**config.mk**
```make
export PLATFORM = sky130hd
export DESIGN_NAME = feu_ram
export DESIGN_NICKNAME = d
export VERILOG_FILES = /design/src/rtl/core/fire_effect_cell_updater_macros.svh /design/src/rtl/core/feu_ram.sv
export SDC_FILE = /design/constraint.sdc
export NUM_CORES = 2
export LEC_CHECK = 0
export ABC_AREA = 1
export BUFFER_PORTS_ARGS = -buffer_cell sky130_fd_sc_hd__clkbuf_2
export CAP_MARGIN = 40
export CORE_MARGIN = 2
export CORE_UTILIZATION = 45
export DETAILED_ROUTE_END_ITERATION = 10
export PLACE_DENSITY = 0.57
export SLEW_MARGIN = 10
export SYNTH_ARGS = -nofsm -noshare
export SYNTH_HDL_FRONTEND = slang
export SYNTH_SLANG_ARGS = --single-unit
```
**constraint.sdc**
```tcl
create_clock -name i_clk -period 2.2 [get_ports i_clk]
set_clock_uncertainty 0.05 [all_clocks]
set_input_delay 0.44 -clock i_clk [delete_from_list [all_inputs] [get_ports i_clk]]
set_output_delay 0.44 -clock i_clk [all_outputs]
set_load 0.005 [all_outputs]
```
**src/rtl/core/fire_effect_cell_updater_macros.svh**
```systemverilog
// Assertion macros shared by the fire effect cell updater RTL.
`ifndef FIRE_EFFECT_CELL_UPDATER_MACROS_SVH
`define FIRE_EFFECT_CELL_UPDATER_MACROS_SVH

// Same-cycle implication, checked outside reset.
`define FEU_ASSERT_NOW(label, clk, rst_n, ante, cons, msg) \
    label: assert property (@(posedge clk) disable iff (!(rst_n)) (ante) |-> (cons)) \
        else $error(msg);

// Next-cycle implication, checked outside reset.
`define FEU_ASSERT_NEXT(label, clk, rst_n, ante, cons, msg) \
    label: assert property (@(posedge clk) disable iff (!(rst_n)) (ante) |=> (cons)) \
        else $error(msg);

`endif

```
**src/rtl/core/feu_ram.sv**
```systemverilog
// Generic single-write, single-read RAM with registered read data.
`default_nettype none

module feu_ram #(
    parameter int WIDTH = 8,
    parameter int DEPTH = 256
) (
    input  wire logic                     i_clk,
    input  wire logic                     i_we,
    input  wire logic [$clog2(DEPTH)-1:0] i_wr_addr,
    input  wire logic [WIDTH-1:0]         i_wr_data,
    input  wire logic                     i_rd_en,
    input  wire logic [$clog2(DEPTH)-1:0] i_rd_addr,
    output logic      [WIDTH-1:0]         o_rd_data
);

    logic [WIDTH-1:0] r_mem [DEPTH];

    always_ff @(posedge i_clk) begin
        if (i_we) begin
            r_mem[i_wr_addr] <= i_wr_data;
        end
        if (i_rd_en) begin
            o_rd_data <= r_mem[i_rd_addr];
        end
    end

endmodule

`default_nettype wire

```
==> impl_metrics.py <==
metrics = {
    "run_status": {
        "status": "completed",
    },
    "drt": {
        "ant_nets": 0,
        "routed_wl_um": 246900,
        "drt-initial-drc-count": 6639,
        "via_per_inst": 5.605,
        "drt_pass1_iterations": 6,
        "vias": 56990,
        "drc_errors": 0,
        "wl_per_cell_um": 24.27,
    },
    "sta": {
        "setup_viol": 0,
        "fin_ws_ns": 0.01914,
        "grt_setup_unrepaired": "no",
        "worstMarginPinSlew_ns": 0.6338,
        "relSlewSlack_pct": 57.75,
        "fmax_mhz": 458.5,
        "drv_slew": 0,
        "hold_viol_final": 0,
        "fin_crit_ns": 2.181,
        "min_period_over_period_pct": 99.13,
    },
    "clocking": {
        "cts_tree": "built",
        "clock-root-buffer": "clkbuf_16",
        "post_cts_buffers": 0,
        "cts_buffers": 211,
        "htree_levels": 4,
        "clock-sinks": 2056,
        "insertion_delay_ns": 0.87,
        "clk_pin_slew_ns": 0.06,
        "clockBufferDepth": 3,
    },
    "place": {
        "routabilityCongestion": 0.8920,
        "dp_hpwl_um": 155800,
        "post-place-ws_ns": -1.023,
        "port_buffers": 34,
        "placed_cells": 9765,
    },
    "floorplan": {
        "die_h_um": 434.7,
        "start_util_pct": 45.16,
        "dieArea_sq_um": 189000,
        "die_w_um": 434.7,
        "core_sq_um": 184800,
        "io_pins": 35,
        "rows": 158,
    },
    "global_route": {
        "grt_pass1_vias": 54550,
        "grt_max_degree": 99,
        "antenna_found_initial": 10,
        "grt_pass1_wl_um": 363100,
        "grtUsageTotal_pct": 25.75,
        "grt_overflow": 0,
    },
    "synth": {
        "seq_area_frac_synth_pct": 73.96,
        "yosysWarnings": 0,
        "synthCells": 7003,
        "synth_nets": 7030,
        "synth_area_sq_um": 83480,
        "avgSynthCellArea_sq_um": 11.92,
        "ys_types": 13,
        "ys_ff_latch": 2056,
    },
    "run": {
        "maxCapViolCount": 0,
    },
    "critical_path": {
        "start_kind": "register",
        "critPathTopFamily": "flip-flops",
        "end_kind": "output pin",
        "cp_data_arrival_time_ns": 1.69,
        "cp_num_buf_inv": 1,
        "max_stage_delay_ns": 0.60,
        "critPathKind": "register to output pin",
        "crit_required_ns": 1.71,
        "cp_slowest_cell": "edfxtp_1",
        "critPathMaxFanout": 1,
        "ff2ff_setup_slack_ns": 0.11,
        "worstPathCellList": "clkbuf_8",
    },
    "layout": {
        "nNetsFinal": 7531,
        "final_common_cell": "nand2_1",
        "seq_area_sq_um": 61740,
        "drive_gt1_share_pct": 14.10,
        "fillCellCount": 15640,
        "multiInputGateArea_sq_um": 19270,
        "final_cell_mix": "nand2_1 (2108), edfxtp_1 (2056), nand3_1 (2005)",
        "postLayoutCoreUtil_pct": 53.42,
        "area_delta_synth_final_pct": 18.29,
        "final_cells": 10170,
    },
    "power": {
        "power_density_nw_per_um2": 849.0,
        "p_leak_nw": 35.49,
        "vdd_drop_max_mv": 0.8200,
        "power.total_mw": 83.83,
    },
    "worst_hold_path": {
        "worstHoldPathType": "primary input to register",
    },
}
==> metrics by stage <==
step                      setup TNS (ns)  area [sq um]  hold WS, ns
final                                  0         98750      0.03587
after global routing                   0         98740      0.04664
after CTS                       -0.03600         98660      0.01866
after detailed placement          -7.267         91890       0.7461
after global placement            -7.208         91890       0.7482
after floorplan                        0         83480       0.4889
==> what timing repair did <==
action | 4_1_cts | 5_1_grt
pin swaps | 1 | 0
hold endpoints to repair | 138 | 0
hold buffers | 7 | 0
setup endpoints to repair | 8 | 7
resized for setup | 15 | 14
==> per-layer routing <==
metal / track usage [%] / up-vias / share of wire, %
li1: - / 25910 / -
met1: 36.73 / 28240 / 42
met2: 40.92 / 2453 / 47
met3: 3.605 / 395 / 7.6
met4: 8.272 / 2 / 2.9
met5: 0 / - / 0.0049
==> report_power, final <==
group / total (mW) / switching (mW) / internal (mW)
Sequential: 43.2 / 0.0528 / 43.2
Clock: 34.8 / 14.9 / 19.9
Combinational: 5.80 / 4.01 / 1.79
==> registers in the layout (all words and copies together), names as in the netlist <==
| name | flops |
|---|---|
| r_mem | 2048 |
| o_rd_data | 8 |
==> cell usage after synthesis, drive strengths merged <==
| library cell | n | area [sq um] |
|---|---|---|
| buf | 371 | 2032 |
| clkbuf | 112 | 420.4 |
| edfxtp | 2056 | 61740 |
| inv | 39 | 148.9 |
| nand2 | 2123 | 7969 |
| nand3 | 2019 | 10100 |
| nor2 | 283 | 1062 |
==> area by class of cell <==
class | instances | area share (%)
diodes | 7 | 0.01774
clock buffers | 265 | 5.617
clock inverters | 126 | 1.116
inverters | 39 | 0.1825
multi-input cells | 4425 | 19.51
flip-flops and latches | 2056 | 62.52
well taps | 2480 | 3.142
repair buffers | 771 | 7.891
==> cells by family after synthesis <==
kind of cell	after synthesis	synth area share (%)
simple gates	4425	22.92
flops	2056	73.96
buf+inv	522	3.116
==> final timing paths <==
kind | cells after the start | endpoint | startpoint
worst max-delay path | 1 | o_rd_data[2] | o_rd_data[2]
worst min-delay path | 2 | r_mem[121][6] | i_wr_data[6]
worst max register to register | 10 | o_rd_data[5] | r_mem[231][5]
worst min register to register | 10 | o_rd_data[5] | r_mem[158][5]
No activity file was read; power rests on OpenSTA's default activity.
