<file path="src/rtl/core/fire_effect_cell_updater_macros.svh">
// Assertion macros shared by the fire effect cell updater RTL.
`ifndef FIRE_EFFECT_CELL_UPDATER_MACROS_SVH
`define FIRE_EFFECT_CELL_UPDATER_MACROS_SVH

// Same-cycle implication, checked outside reset.
`define FEU_ASSERT_NOW(label, clk, rst_n, ante, cons, msg) \
    label: assert property (@(posedge clk) disable iff (!(rst_n)) (ante) |-> (cons)) \
        else $error(msg);

// Next-cycle implication, checked outside reset.
`define FEU_ASSERT_NEXT(label, clk, rst_n, ante, cons, msg) \
    label: assert property (@(posedge clk) disable iff (!(rst_n)) (ante) |=> (cons)) \
        else $error(msg);

`endif

</file>
<file path="src/rtl/core/feu_pkg.sv">
// Package: grid geometry, opcodes, shared types and the fire palette.
`default_nettype none

package feu_pkg;

    localparam int GRID_WIDTH  = 200;
    localparam int GRID_HEIGHT = 96;
    localparam int GRID_CELLS  = GRID_WIDTH * GRID_HEIGHT;

    localparam int ADDR_W = $clog2(GRID_CELLS);
    localparam int COL_W  = $clog2(GRID_WIDTH);
    localparam int ROW_W  = $clog2(GRID_HEIGHT);
    localparam int HEAT_W = 6;

    localparam logic [HEAT_W-1:0] MAX_HEAT = 6'd35;

    localparam logic OP_STEP = 1'b0;
    localparam logic OP_READ = 1'b1;

    // 5*f compared against 0.4 and 0.8 of 5*65536
    localparam logic [18:0] LEFT_LIMIT  = 19'd131072;
    localparam logic [18:0] RIGHT_LIMIT = 19'd262144;

    typedef logic [ADDR_W-1:0] t_addr;
    typedef logic [HEAT_W-1:0] t_heat;

    typedef struct packed {
        t_addr addr;   // linear address of the cursor cell
        logic  wrap;   // cursor sits on the last interior cell of the frame
    } t_cursor;

    typedef struct packed {
        t_heat value;  // decayed intensity
        t_addr dest;   // cell that receives it
    } t_step_res;

    function automatic logic [23:0] palette(input t_heat heat);
        logic [23:0] rgb;
        case (heat)
            6'd0:    rgb = {8'd0,   8'd0,   8'd0};
            6'd1:    rgb = {8'd31,  8'd7,   8'd7};
            6'd2:    rgb = {8'd47,  8'd15,  8'd7};
            6'd3:    rgb = {8'd71,  8'd15,  8'd7};
            6'd4:    rgb = {8'd87,  8'd23,  8'd7};
            6'd5:    rgb = {8'd103, 8'd31,  8'd7};
            6'd6:    rgb = {8'd119, 8'd31,  8'd7};
            6'd7:    rgb = {8'd143, 8'd39,  8'd7};
            6'd8:    rgb = {8'd159, 8'd47,  8'd7};
            6'd9:    rgb = {8'd175, 8'd63,  8'd7};
            6'd10:   rgb = {8'd191, 8'd71,  8'd7};
            6'd11:   rgb = {8'd199, 8'd71,  8'd7};
            6'd12:   rgb = {8'd223, 8'd79,  8'd7};
            6'd13:   rgb = {8'd223, 8'd87,  8'd7};
            6'd14:   rgb = {8'd223, 8'd87,  8'd7};
            6'd15:   rgb = {8'd215, 8'd95,  8'd7};
            6'd16:   rgb = {8'd215, 8'd103, 8'd15};
            6'd17:   rgb = {8'd207, 8'd111, 8'd15};
            6'd18:   rgb = {8'd207, 8'd119, 8'd15};
            6'd19:   rgb = {8'd207, 8'd127, 8'd15};
            6'd20:   rgb = {8'd207, 8'd137, 8'd23};
            6'd21:   rgb = {8'd199, 8'd135, 8'd23};
            6'd22:   rgb = {8'd199, 8'd143, 8'd23};
            6'd23:   rgb = {8'd199, 8'd151, 8'd31};
            6'd24:   rgb = {8'd191, 8'd159, 8'd31};
            6'd25:   rgb = {8'd191, 8'd159, 8'd31};
            6'd26:   rgb = {8'd191, 8'd167, 8'd39};
            6'd27:   rgb = {8'd191, 8'd167, 8'd39};
            6'd28:   rgb = {8'd191, 8'd175, 8'd47};
            6'd29:   rgb = {8'd183, 8'd175, 8'd47};
            6'd30:   rgb = {8'd183, 8'd183, 8'd47};
            6'd31:   rgb = {8'd183, 8'd183, 8'd55};
            6'd32:   rgb = {8'd207, 8'd207, 8'd111};
            6'd33:   rgb = {8'd223, 8'd223, 8'd159};
            6'd34:   rgb = {8'd239, 8'd239, 8'd199};
            default: rgb = {8'd255, 8'd255, 8'd255};  // 35 and above saturate
        endcase
        return rgb;
    endfunction

endpackage

`default_nettype wire

</file>
<file path="src/rtl/core/feu_cursor.sv">
// Interior cursor: walks rows inside columns, keeps its linear address.
`default_nettype none

module feu_cursor
    import feu_pkg::*;
(
    input  wire logic    i_clk,
    input  wire logic    i_rst_n,
    input  wire logic    i_advance,
    output t_cursor      o_cursor
);

    logic [COL_W-1:0] r_col, n_col;
    logic [ROW_W-1:0] r_row, n_row;
    t_addr            r_addr, n_addr;
    logic             w_last_row;
    logic             w_last_col;

    assign w_last_row = (r_row == ROW_W'(GRID_HEIGHT - 2));
    assign w_last_col = (r_col == COL_W'(GRID_WIDTH - 2));

    always_comb begin
        n_col  = r_col;
        n_row  = r_row;
        n_addr = r_addr;
        if (i_advance) begin
            if (!w_last_row) begin
                n_row  = r_row + 1'b1;
                n_addr = r_addr + 1'b1;
            end else if (!w_last_col) begin
                // skip the bottom row and the top row of the next column
                n_row  = ROW_W'(1);
                n_col  = r_col + 1'b1;
                n_addr = r_addr + ADDR_W'(3);
            end else begin
                n_row  = ROW_W'(1);
                n_col  = COL_W'(1);
                n_addr = ADDR_W'(GRID_HEIGHT + 1);
            end
        end
    end

    always_ff @(posedge i_clk) begin
        if (!i_rst_n) begin
            r_col  <= COL_W'(1);
            r_row  <= ROW_W'(1);
            r_addr <= ADDR_W'(GRID_HEIGHT + 1);
        end else begin
            r_col  <= n_col;
            r_row  <= n_row;
            r_addr <= n_addr;
        end
    end

    assign o_cursor.addr = r_addr;
    assign o_cursor.wrap = w_last_row && w_last_col;

endmodule

`default_nettype wire

</file>
<file path="config.mk">
export PLATFORM = sky130hd
export DESIGN_NAME = feu_cursor
export DESIGN_NICKNAME = d
export VERILOG_FILES = /design/src/rtl/core/fire_effect_cell_updater_macros.svh /design/src/rtl/core/feu_pkg.sv /design/src/rtl/core/feu_cursor.sv
export SDC_FILE = /design/constraint.sdc
export NUM_CORES = 1
export LEC_CHECK = 0
export BUFFER_PORTS_ARGS = -buffer_cell sky130_fd_sc_hd__buf_4
export CORE_MARGIN = 1
export CORE_UTILIZATION = 52
export DETAILED_ROUTE_END_ITERATION = 8
export HOLD_SLACK_MARGIN = 0.03
export PLACE_DENSITY = 0.77
export SYNTH_ARGS = -nofsm -noshare
export SYNTH_HDL_FRONTEND = slang
export SYNTH_SLANG_ARGS = --single-unit
export TNS_END_PERCENT = 5
</file>
<file path="constraint.sdc">
create_clock -name i_clk -period 1.8 [get_ports i_clk]
set_input_delay 0.45 -clock i_clk [delete_from_list [all_inputs] [get_ports i_clk]]
set_output_delay 0.45 -clock i_clk [all_outputs]
set_load 0.1 [all_outputs]
</file>
==> run_results.csv <==
group,metric,value,unit
outcome,status,"finished, violations left",
outcome,violations,"setup timing",
power_and_ir_drop,power_density,556,nW/µm²
timing,rsz0062_at_grt,"yes",
layout,layout-drive-gt1-share,28.4,%
timing,tightest_slew,0.374,ns
floorplan,ios,19,
layout,synthToLayoutAreaGrowth,27.9,%
layout,num-nets-final,277,
power_and_ir_drop,power,1.29,mW
placement,place_ws,0.0346,ns
critical_path,crit_family,"simple AND/OR/NAND/NOR gates",
timing,drv_slew,0,
power_and_ir_drop,peakVddDrop,500,µV
critical_path,cp_cell_sequence,"inv_2 > ha_4 > nand3b_4 > nor4_4 > buf_6",
floorplan,start_util,54.5,%
global_routing,grt_pass1_vias,1629,
layout,antennaDiodeCount,0,
clocking,root_buffer,"clkbuf_4",
floorplan,dieWidth,61.1,µm
timing,max_slew_margin,75.0,%
timing,setup_ws,-0.206,ns
critical_path,crit_type,"reg2out",
placement,portBuffers,18,
timing,hold_violations,0,
worst_hold_path,hold_class,"in2reg",
yosys,yosys_most_used_dff,"dfxtp_1",
yosys,synth_seq_area_share,33.0,%
timing,finalSetupViolCount,3,
timing,fin_crit_sh,111,%
yosys,ys.warnings.count,0,
layout,fillerInstances,296,
global_routing,grtUsageTotal,26.9,%
clocking,path_clk_slew,0.09,ns
layout,final_common_cell,"buf_4",
critical_path,cp_num_buf_inv,2,
floorplan,die_height,61.1,µm
yosys,async_reset_ff_share,0,%
critical_path,cp_data_required_time,1.35,ns
clocking,clock_sinks,30,
global_routing,overflow,0,
clocking,cts_buffers,5,
timing,fin_worst_skew,0.0116,ns
routing,first_pass_iters,4,
yosys,syn_area_per_cell,8.01,µm²
critical_path,crit_arrival,1.56,ns
floorplan,rows,21,
clocking,ctsHoldBuffers,0,
routing,drc,0,
placement,gp_congestion,0.835,
critical_path,cp-start-kind,"register",
floorplan,dieArea,3740,µm²
job,cap_violations,0,
power_and_ir_drop,leakagePower,0.912,nW
routing,via_count,1830,
placement,dp_hpwl,3260,µm
yosys,synth_nets,236,
timing,holdWs,0.399,ns
clocking,clk_latency,0.34,ns
yosys,syn_area,1820,µm²
critical_path,critical_path.endpoint_type,"output port",
layout,final_cells,314,
floorplan,core,3340,µm²
clocking,h-tree-depth,2,
timing,fmax,498,MHz
critical_path,worst-path-max-fanout,4,
timing,period_minus_slack,2.01,ns
placement,placed_cells,305,
layout,final_cell_mix,"buf_4, dfxtp_1, nor2_1",
routing,wl,4540,µm
yosys,synth-edff-count,0,
global_routing,grt_pass1_wl,7250,µm
clocking,clk_path_buf_depth,2,
yosys,synth-seq-cells,30,
routing,drt-initial-drc-count,111,
timing,finalSetupTns,-0.277,ns
yosys,synthCells,227,
critical_path,critPathSlowestCell,"dfxtp_2",
routing,post_drt_via_cell_ratio,5.83,
clocking,cts_tree,"done",
global_routing,grt_max_degree,19,
critical_path,cpPeakStageDelay,0.33,ns
yosys,synth_cell_types,50,
routing,antenna_left,0,
routing,wire_per_inst,14.5,µm
global_routing,antenna_found_initial,0,
## area by class of cell
cell class,instances,area (µm²),share of cell area (%)
clock buffer,7,45.0,1.94
inverter,8,30.0,1.29
multi-input combinational,176,1220,52.5
sequential,30,611,26.3
tap,46,57.6,2.48
timing repair buffer,47,360,15.5
## where the power goes
group          total, mW  internal (mW)  switching (mW)
combinational      0.215         0.0734           0.142
clock              0.381          0.147           0.235
sequential         0.696          0.679          0.0171
total               1.29          0.900           0.393
## per-stage QoR
stage	cell area (µm²)	util, %
floorplan	1860	-
global placement	2200	66.0
detailed placement	2200	66.0
CTS	2280	68.4
global route	2320	69.7
finish	2320	69.7
## worst paths after layout
kind	from	endpoint	slack, ns	cells after the start
worst min-delay path	i_rst_n	r_col[0]	0.40	2
worst min register to register	r_addr[14]	r_addr[14]	0.50	2
worst max register to register	r_row[0]	r_addr[6]	-0.07	8
worst max-delay path	r_row[0]	o_cursor[0]	-0.21	5
## registers in the layout, summed over array words and instances, names as in the netlist
| name | count |
|---|---|
| r_col | 8 |
| r_addr | 15 |
| r_row | 7 |
## cell usage after synthesis, drive strengths merged, types with 3 or more instances
cell    count  area (µm²)
dfxtp      30         601
nor2       23        86.3
nand2      20        75.1
xor2       15         131
o21ai      13        65.1
nand3      12        72.6
nand4      12        81.3
nor3        9        50.1
a21oi       8        40.0
inv         8        30.0
clkbuf      7        28.8
buf         6        27.5
ha          6        75.1
o211ai      6        45.0
nor4        5        31.3
or2         4        25.0
xnor2       4        35.0
nand3b      3        26.3
o21a        3        22.5
o31ai       3        22.5
## per-layer routing
layer / GRT usage [%] / routed length (µm)
met5: 0 / 0
met4: 14.0 / 133
met3: 7.77 / 202
met2: 41.5 / 2130
met1: 34.1 / 2070
## what timing repair did
action / in CTS / in global routing
setup endpoints to repair: 1 / 7
buffers inserted: 0 / 2
pin swaps: 2 / 1
gates resized for setup: 5 / 8
## logic make-up (layout without fill, tap and decap cells)
kind of cell / Yosys count / after routing / synth area share (%)
AND/OR/NAND/NOR: 101 / 101 / 29.9
AO/OA/AOI/OAI: 50 / 50 / 19.1
flip-flops: 30 / 30 / 33.0
buffers and inverters: 21 / 62 / 4.75
XOR/XNOR: 19 / 19 / 9.15
adder cells (fa/ha/maj): 6 / 6 / 4.13
No activity file was read; power rests on OpenSTA's default activity.
