## config.mk

```make
export PLATFORM = sky130hd
export DESIGN_NAME = feu_step_calc
export DESIGN_NICKNAME = d
export VERILOG_FILES = /design/src/rtl/core/fire_effect_cell_updater_macros.svh /design/src/rtl/core/feu_pkg.sv /design/src/rtl/core/feu_step_calc.sv
export SDC_FILE = /design/constraint.sdc
export NUM_CORES = 1
export LEC_CHECK = 0
export BUFFER_PORTS_ARGS = -buffer_cell sky130_fd_sc_hd__buf_2
export CORE_MARGIN = 2
export CORE_UTILIZATION = 25
export DETAILED_ROUTE_END_ITERATION = 10
export GPL_ROUTABILITY_DRIVEN = 0
export RECOVER_POWER = 50
export SETUP_SLACK_MARGIN = 0.15
export SYNTH_ARGS = -nofsm -noshare
export SYNTH_HDL_FRONTEND = slang
export SYNTH_SLANG_ARGS = --single-unit
```

## constraint.sdc

```tcl
create_clock -name vclk -period 5.8
set_clock_uncertainty 0.05 [all_clocks]
set_input_delay 1.45 -clock vclk [all_inputs]
set_output_delay 1.45 -clock vclk [all_outputs]
set_load 0.1 [all_outputs]
```

## src/rtl/core/fire_effect_cell_updater_macros.svh

```systemverilog
// Assertion macros shared by the fire effect cell updater RTL.
`ifndef FIRE_EFFECT_CELL_UPDATER_MACROS_SVH
`define FIRE_EFFECT_CELL_UPDATER_MACROS_SVH

// Same-cycle implication, checked outside reset.
`define FEU_ASSERT_NOW(label, clk, rst_n, ante, cons, msg) \
    label: assert property (@(posedge clk) disable iff (!(rst_n)) (ante) |-> (cons)) \
        else $error(msg);

// Next-cycle implication, checked outside reset.
`define FEU_ASSERT_NEXT(label, clk, rst_n, ante, cons, msg) \
    label: assert property (@(posedge clk) disable iff (!(rst_n)) (ante) |=> (cons)) \
        else $error(msg);

`endif

```

## src/rtl/core/feu_pkg.sv

```systemverilog
// Package: grid geometry, opcodes, shared types and the fire palette.
`default_nettype none

package feu_pkg;

    localparam int GRID_WIDTH  = 200;
    localparam int GRID_HEIGHT = 96;
    localparam int GRID_CELLS  = GRID_WIDTH * GRID_HEIGHT;

    localparam int ADDR_W = $clog2(GRID_CELLS);
    localparam int COL_W  = $clog2(GRID_WIDTH);
    localparam int ROW_W  = $clog2(GRID_HEIGHT);
    localparam int HEAT_W = 6;

    localparam logic [HEAT_W-1:0] MAX_HEAT = 6'd35;

    localparam logic OP_STEP = 1'b0;
    localparam logic OP_READ = 1'b1;

    // 5*f compared against 0.4 and 0.8 of 5*65536
    localparam logic [18:0] LEFT_LIMIT  = 19'd131072;
    localparam logic [18:0] RIGHT_LIMIT = 19'd262144;

    typedef logic [ADDR_W-1:0] t_addr;
    typedef logic [HEAT_W-1:0] t_heat;

    typedef struct packed {
        t_addr addr;   // linear address of the cursor cell
        logic  wrap;   // cursor sits on the last interior cell of the frame
    } t_cursor;

    typedef struct packed {
        t_heat value;  // decayed intensity
        t_addr dest;   // cell that receives it
    } t_step_res;

    function automatic logic [23:0] palette(input t_heat heat);
        logic [23:0] rgb;
        case (heat)
            6'd0:    rgb = {8'd0,   8'd0,   8'd0};
            6'd1:    rgb = {8'd31,  8'd7,   8'd7};
            6'd2:    rgb = {8'd47,  8'd15,  8'd7};
            6'd3:    rgb = {8'd71,  8'd15,  8'd7};
            6'd4:    rgb = {8'd87,  8'd23,  8'd7};
            6'd5:    rgb = {8'd103, 8'd31,  8'd7};
            6'd6:    rgb = {8'd119, 8'd31,  8'd7};
            6'd7:    rgb = {8'd143, 8'd39,  8'd7};
            6'd8:    rgb = {8'd159, 8'd47,  8'd7};
            6'd9:    rgb = {8'd175, 8'd63,  8'd7};
            6'd10:   rgb = {8'd191, 8'd71,  8'd7};
            6'd11:   rgb = {8'd199, 8'd71,  8'd7};
            6'd12:   rgb = {8'd223, 8'd79,  8'd7};
            6'd13:   rgb = {8'd223, 8'd87,  8'd7};
            6'd14:   rgb = {8'd223, 8'd87,  8'd7};
            6'd15:   rgb = {8'd215, 8'd95,  8'd7};
            6'd16:   rgb = {8'd215, 8'd103, 8'd15};
            6'd17:   rgb = {8'd207, 8'd111, 8'd15};
            6'd18:   rgb = {8'd207, 8'd119, 8'd15};
            6'd19:   rgb = {8'd207, 8'd127, 8'd15};
            6'd20:   rgb = {8'd207, 8'd137, 8'd23};
            6'd21:   rgb = {8'd199, 8'd135, 8'd23};
            6'd22:   rgb = {8'd199, 8'd143, 8'd23};
            6'd23:   rgb = {8'd199, 8'd151, 8'd31};
            6'd24:   rgb = {8'd191, 8'd159, 8'd31};
            6'd25:   rgb = {8'd191, 8'd159, 8'd31};
            6'd26:   rgb = {8'd191, 8'd167, 8'd39};
            6'd27:   rgb = {8'd191, 8'd167, 8'd39};
            6'd28:   rgb = {8'd191, 8'd175, 8'd47};
            6'd29:   rgb = {8'd183, 8'd175, 8'd47};
            6'd30:   rgb = {8'd183, 8'd183, 8'd47};
            6'd31:   rgb = {8'd183, 8'd183, 8'd55};
            6'd32:   rgb = {8'd207, 8'd207, 8'd111};
            6'd33:   rgb = {8'd223, 8'd223, 8'd159};
            6'd34:   rgb = {8'd239, 8'd239, 8'd199};
            default: rgb = {8'd255, 8'd255, 8'd255};  // 35 and above saturate
        endcase
        return rgb;
    endfunction

endpackage

`default_nettype wire

```

## src/rtl/core/feu_step_calc.sv

```systemverilog
// Step arithmetic: decay the cell below and pick the neighbor to write.
`default_nettype none

module feu_step_calc
    import feu_pkg::*;
(
    input  wire t_heat        i_below,
    input  wire logic [15:0]  i_frac,
    input  wire t_addr        i_base,
    output t_step_res         o_res
);

    logic [17:0] w_frac3;
    logic [18:0] w_frac5;
    logic [1:0]  w_decay;

    assign w_frac3 = 18'(i_frac) * 18'd3;
    assign w_frac5 = 19'(i_frac) * 19'd5;
    assign w_decay = w_frac3[17:16];

    always_comb begin
        o_res.value = (i_below > HEAT_W'(w_decay)) ? (i_below - HEAT_W'(w_decay))
                                                    : '0;
        if (w_frac5 < LEFT_LIMIT) begin
            o_res.dest = i_base - ADDR_W'(GRID_HEIGHT);
        end else if (w_frac5 <= RIGHT_LIMIT) begin
            o_res.dest = i_base + ADDR_W'(GRID_HEIGHT);
        end else begin
            o_res.dest = i_base - 1'b1;
        end
    end

endmodule

`default_nettype wire

```

==> summary.txt <==
Setup path
  – Critical path endpoint category: output pin
  – Req. time, crit path: about 4.3 ns
  – Slowest cell on the critical path: nor4_4
  – Startpoint Class: primary input
  – Max FO, Critical Path: 7
  – Worst Path Arrival: between 4 and 5 ns
  – CP Class: in -> out
  – CP most frequent cell: ha_4
  – Crit-path max cell delay: ~0.38 ns
  – Crit path cell chain: buf_8, ha_4, ha_4, inv_2, fa_2, nand2b_4, a211oi_4, o211a_1, o21a_1, o211ai_1, nor4_4, buf_4, nor3_2, o41ai_4, buf_12

Drt
  – Vias: 2,703
  – WL met3: ~130 um
  – Via density: 5.043
  – DRC viols: 0
  – Initial drt markers: 125
  – WL met1: roughly 3.2 mm
  – Routed len/inst: approximately 13 um
  – WL met2: around 3.5 mm
  – Total Wirelength: 6.797 mm
  – ANT nets after route: 0
  – Drt first pass iters: 4
  – Top Layer Used: met4

Cells and area
  – Sequential cell count: 0
  – Clock buf count: 0
  – Layout cell share with drive strength beyond 1: 0.5140
  – Leading cell type in the layout, fill and taps excluded: buf_4
  – Antenna fix cells: 0
  – # nets final: 518
  – Non-filler cells in the finished layout: 536
  – Area grow syn2layout: 90.13%
  – Sequential cell area: 0 um2
  – Commonest non-fill, non-tap cells in the layout: buf_4, ha_1, buf_2, nand2_1, nor2_1

STA
  – Slew Limit Fails: 0
  – Max_slew headroom: 0.6687
  – Hold_ws: 3.224 ns
  – Final setup TNS: -2.646 ns
  – Fin crit period: 6.020 ns
  – RSZ-0062 raised after global routing: yes
  – Hold Vio Cnt, Final: 0
  – Fmax: between 150 and 200 MHz
  – Tcrit/Tclk final: 1.038
  – Least-Margin Pin Slew: 0.4932 ns
  – Endpoints failing setup: 20
  – Slack of the critical path: -0.2200 ns

Yosys
  – Yosys warnings: 0
  – Synth Net Count: 398
  – Biggest area consumer among synthesized cells: ha_1
  – Top post-synthesis cells by area: ha_1, nand2_1, nor2_1
  – Avg Inst Size Synth: about 7 um2
  – Area of the mapped netlist: 0.002232 mm2
  – Post-synth top area share: 0.2747
  – Post-synthesis cell count: 310
  – Share of the yosys chip area belonging to registers: 0
  – Netlist cell types: 65

Floorplan
  – Core area: 0.008678 mm2
  – Die span in x: 98.49 um
  – Initial Util: 0.2572
  – Chip height: 98.49 um
  – Top Ports: 58
  – Die Area: 0.009700 mm2
  – # rows: 34

Pwr
  – Worst VDD drop: 74.31 uV
  – Power density cells: 158.7 mW/mm2
  – Reg power frac: 0
  – P_leak: 1.903 nW
  – Net switching power: 382.8 uW
  – Clock share of power: 0
  – Net Sw Frac: 0.5682
  – Combinational share of power: 1.000
  – P_int: 290.8 uW

Worst hold path
  – Hold Path Sink: o_res[14]
  – Worst hold-check path type: in -> out
  – Hold path start: i_base[14]
  – Worst hold path stage count: 3

Status
  – Status: finished, violations left
  – Failing checks: negative setup slack

Global routing
  – Largest net degree at the start of global routing: 10
  – First-pass GRT wire length: around 12 mm
  – Number of global-route vias before repair: 2,686
  – Grt ovf: 0
  – GRT Resource Usage Total: 0.1374
  – Initial antenna violation count: 0

Job
  – Max Cap Violations: 0

Clock tree
  – Hold buffers post-CTS: 0

Place
  – Place WS: -0.4970 ns
  – Port Buffers: 58
  – DP HPWL: 5.575 mm
  – Placed insts: 531
## cell families after synthesis
| kind of cell | count (synthesis) | share of synthesized area |
|---|---|---|
| AO/OA/AOI/OAI | 89 | 0.2848 |
| XOR/XNOR | 20 | 0.07848 |
| adder cells (fa/ha/maj) | 51 | 0.2926 |
| buffers and inverters | 25 | 0.04652 |
| multiplexers | 3 | 0.01401 |
| AND/OR/NAND/NOR | 122 | 0.2836 |
## cells in the mapped netlist, types with 2 or more instances
library cell / count
and2_1: 3
or3_1: 4
a21oi_1: 21
nor2_1: 32
nand2b_1: 6
inv_1: 18
o22ai_1: 4
nor3_1: 9
xor2_1: 8
clkbuf_1: 4
a31oi_1: 2
a31o_1: 2
a21o_1: 8
fa_1: 2
a211oi_2: 2
nor4_1: 2
xnor2_1: 12
nand2_1: 33
nand3_1: 7
o21ai_0: 13
and3_1: 3
o21ai_1: 3
nor2b_1: 2
o31ai_1: 3
buf_2: 2
ha_1: 49
o21a_1: 3
nand4_1: 8
o211ai_1: 4
nor3b_1: 2
a211oi_1: 4
mux2i_1: 2
## metal layers
layer	up-vias	GRT usage
li1	1399	-
met1	1271	0.1863
met2	31	0.2564
met3	2	0.003546
met4	0	0.005269
met5	-	0
## power by group through the flow
stage / Clock (mW) / Sequential (mW) / Combinational, mW
after floorplan: 0 / 0 / 0.394
after global placement: 0 / 0 / 0.614
after detailed placement: 0 / 0 / 0.620
after CTS: 0 / 0 / 0.664
after global routing: 0 / 0 / 0.717
final: 0 / 0 / 0.674
## critical path: cells and delay by family
family                     cells  cell delay, ns
and+or+nand+nor                3            0.58
buffers and inverters          4            0.55
adders and majority gates      3            0.74
AOI/OAI and AO/OA              5            1.19
## cell type report
type / count / area [um2]
Multi-Input combinational cell: 286 / 2869
Fill cell: 810 / 4434
Timing Repair Buffer: 124 / 1172
Inverter: 18 / 67.56
Tap cell: 108 / 135.1
## through the flow
step,power [mW],util,area (um2)
after floorplan,0.3944,-,2648
after global placement,0.6138,0.4413,3830
after detailed placement,0.6204,0.4413,3830
after CTS,0.6637,0.4813,4177
after global routing,0.7168,0.4890,4244
final,0.6736,0.4890,4244
## timing repair
item,in CTS,in global routing
cloned,1,0
pin swaps,35,14
buffers inserted,3,1
gates resized for setup,58,13
endpoints found under the setup margin,21,21
## worst max-delay path by stage
stage                          from        end  slack (ns)  cells past startpoint
after global placement    i_frac[1]  o_res[20]       -0.41                     17
after global routing      i_frac[1]  o_res[12]       -0.38                     15
final                     i_frac[1]  o_res[12]       -0.22                     15
after detailed placement  i_frac[1]  o_res[16]       -0.50                     17
after floorplan           i_frac[3]  o_res[12]       -0.52                     12
after CTS                 i_frac[1]  o_res[18]       -0.25                     18
Note: power is estimated with default switching activity, not from simulation.
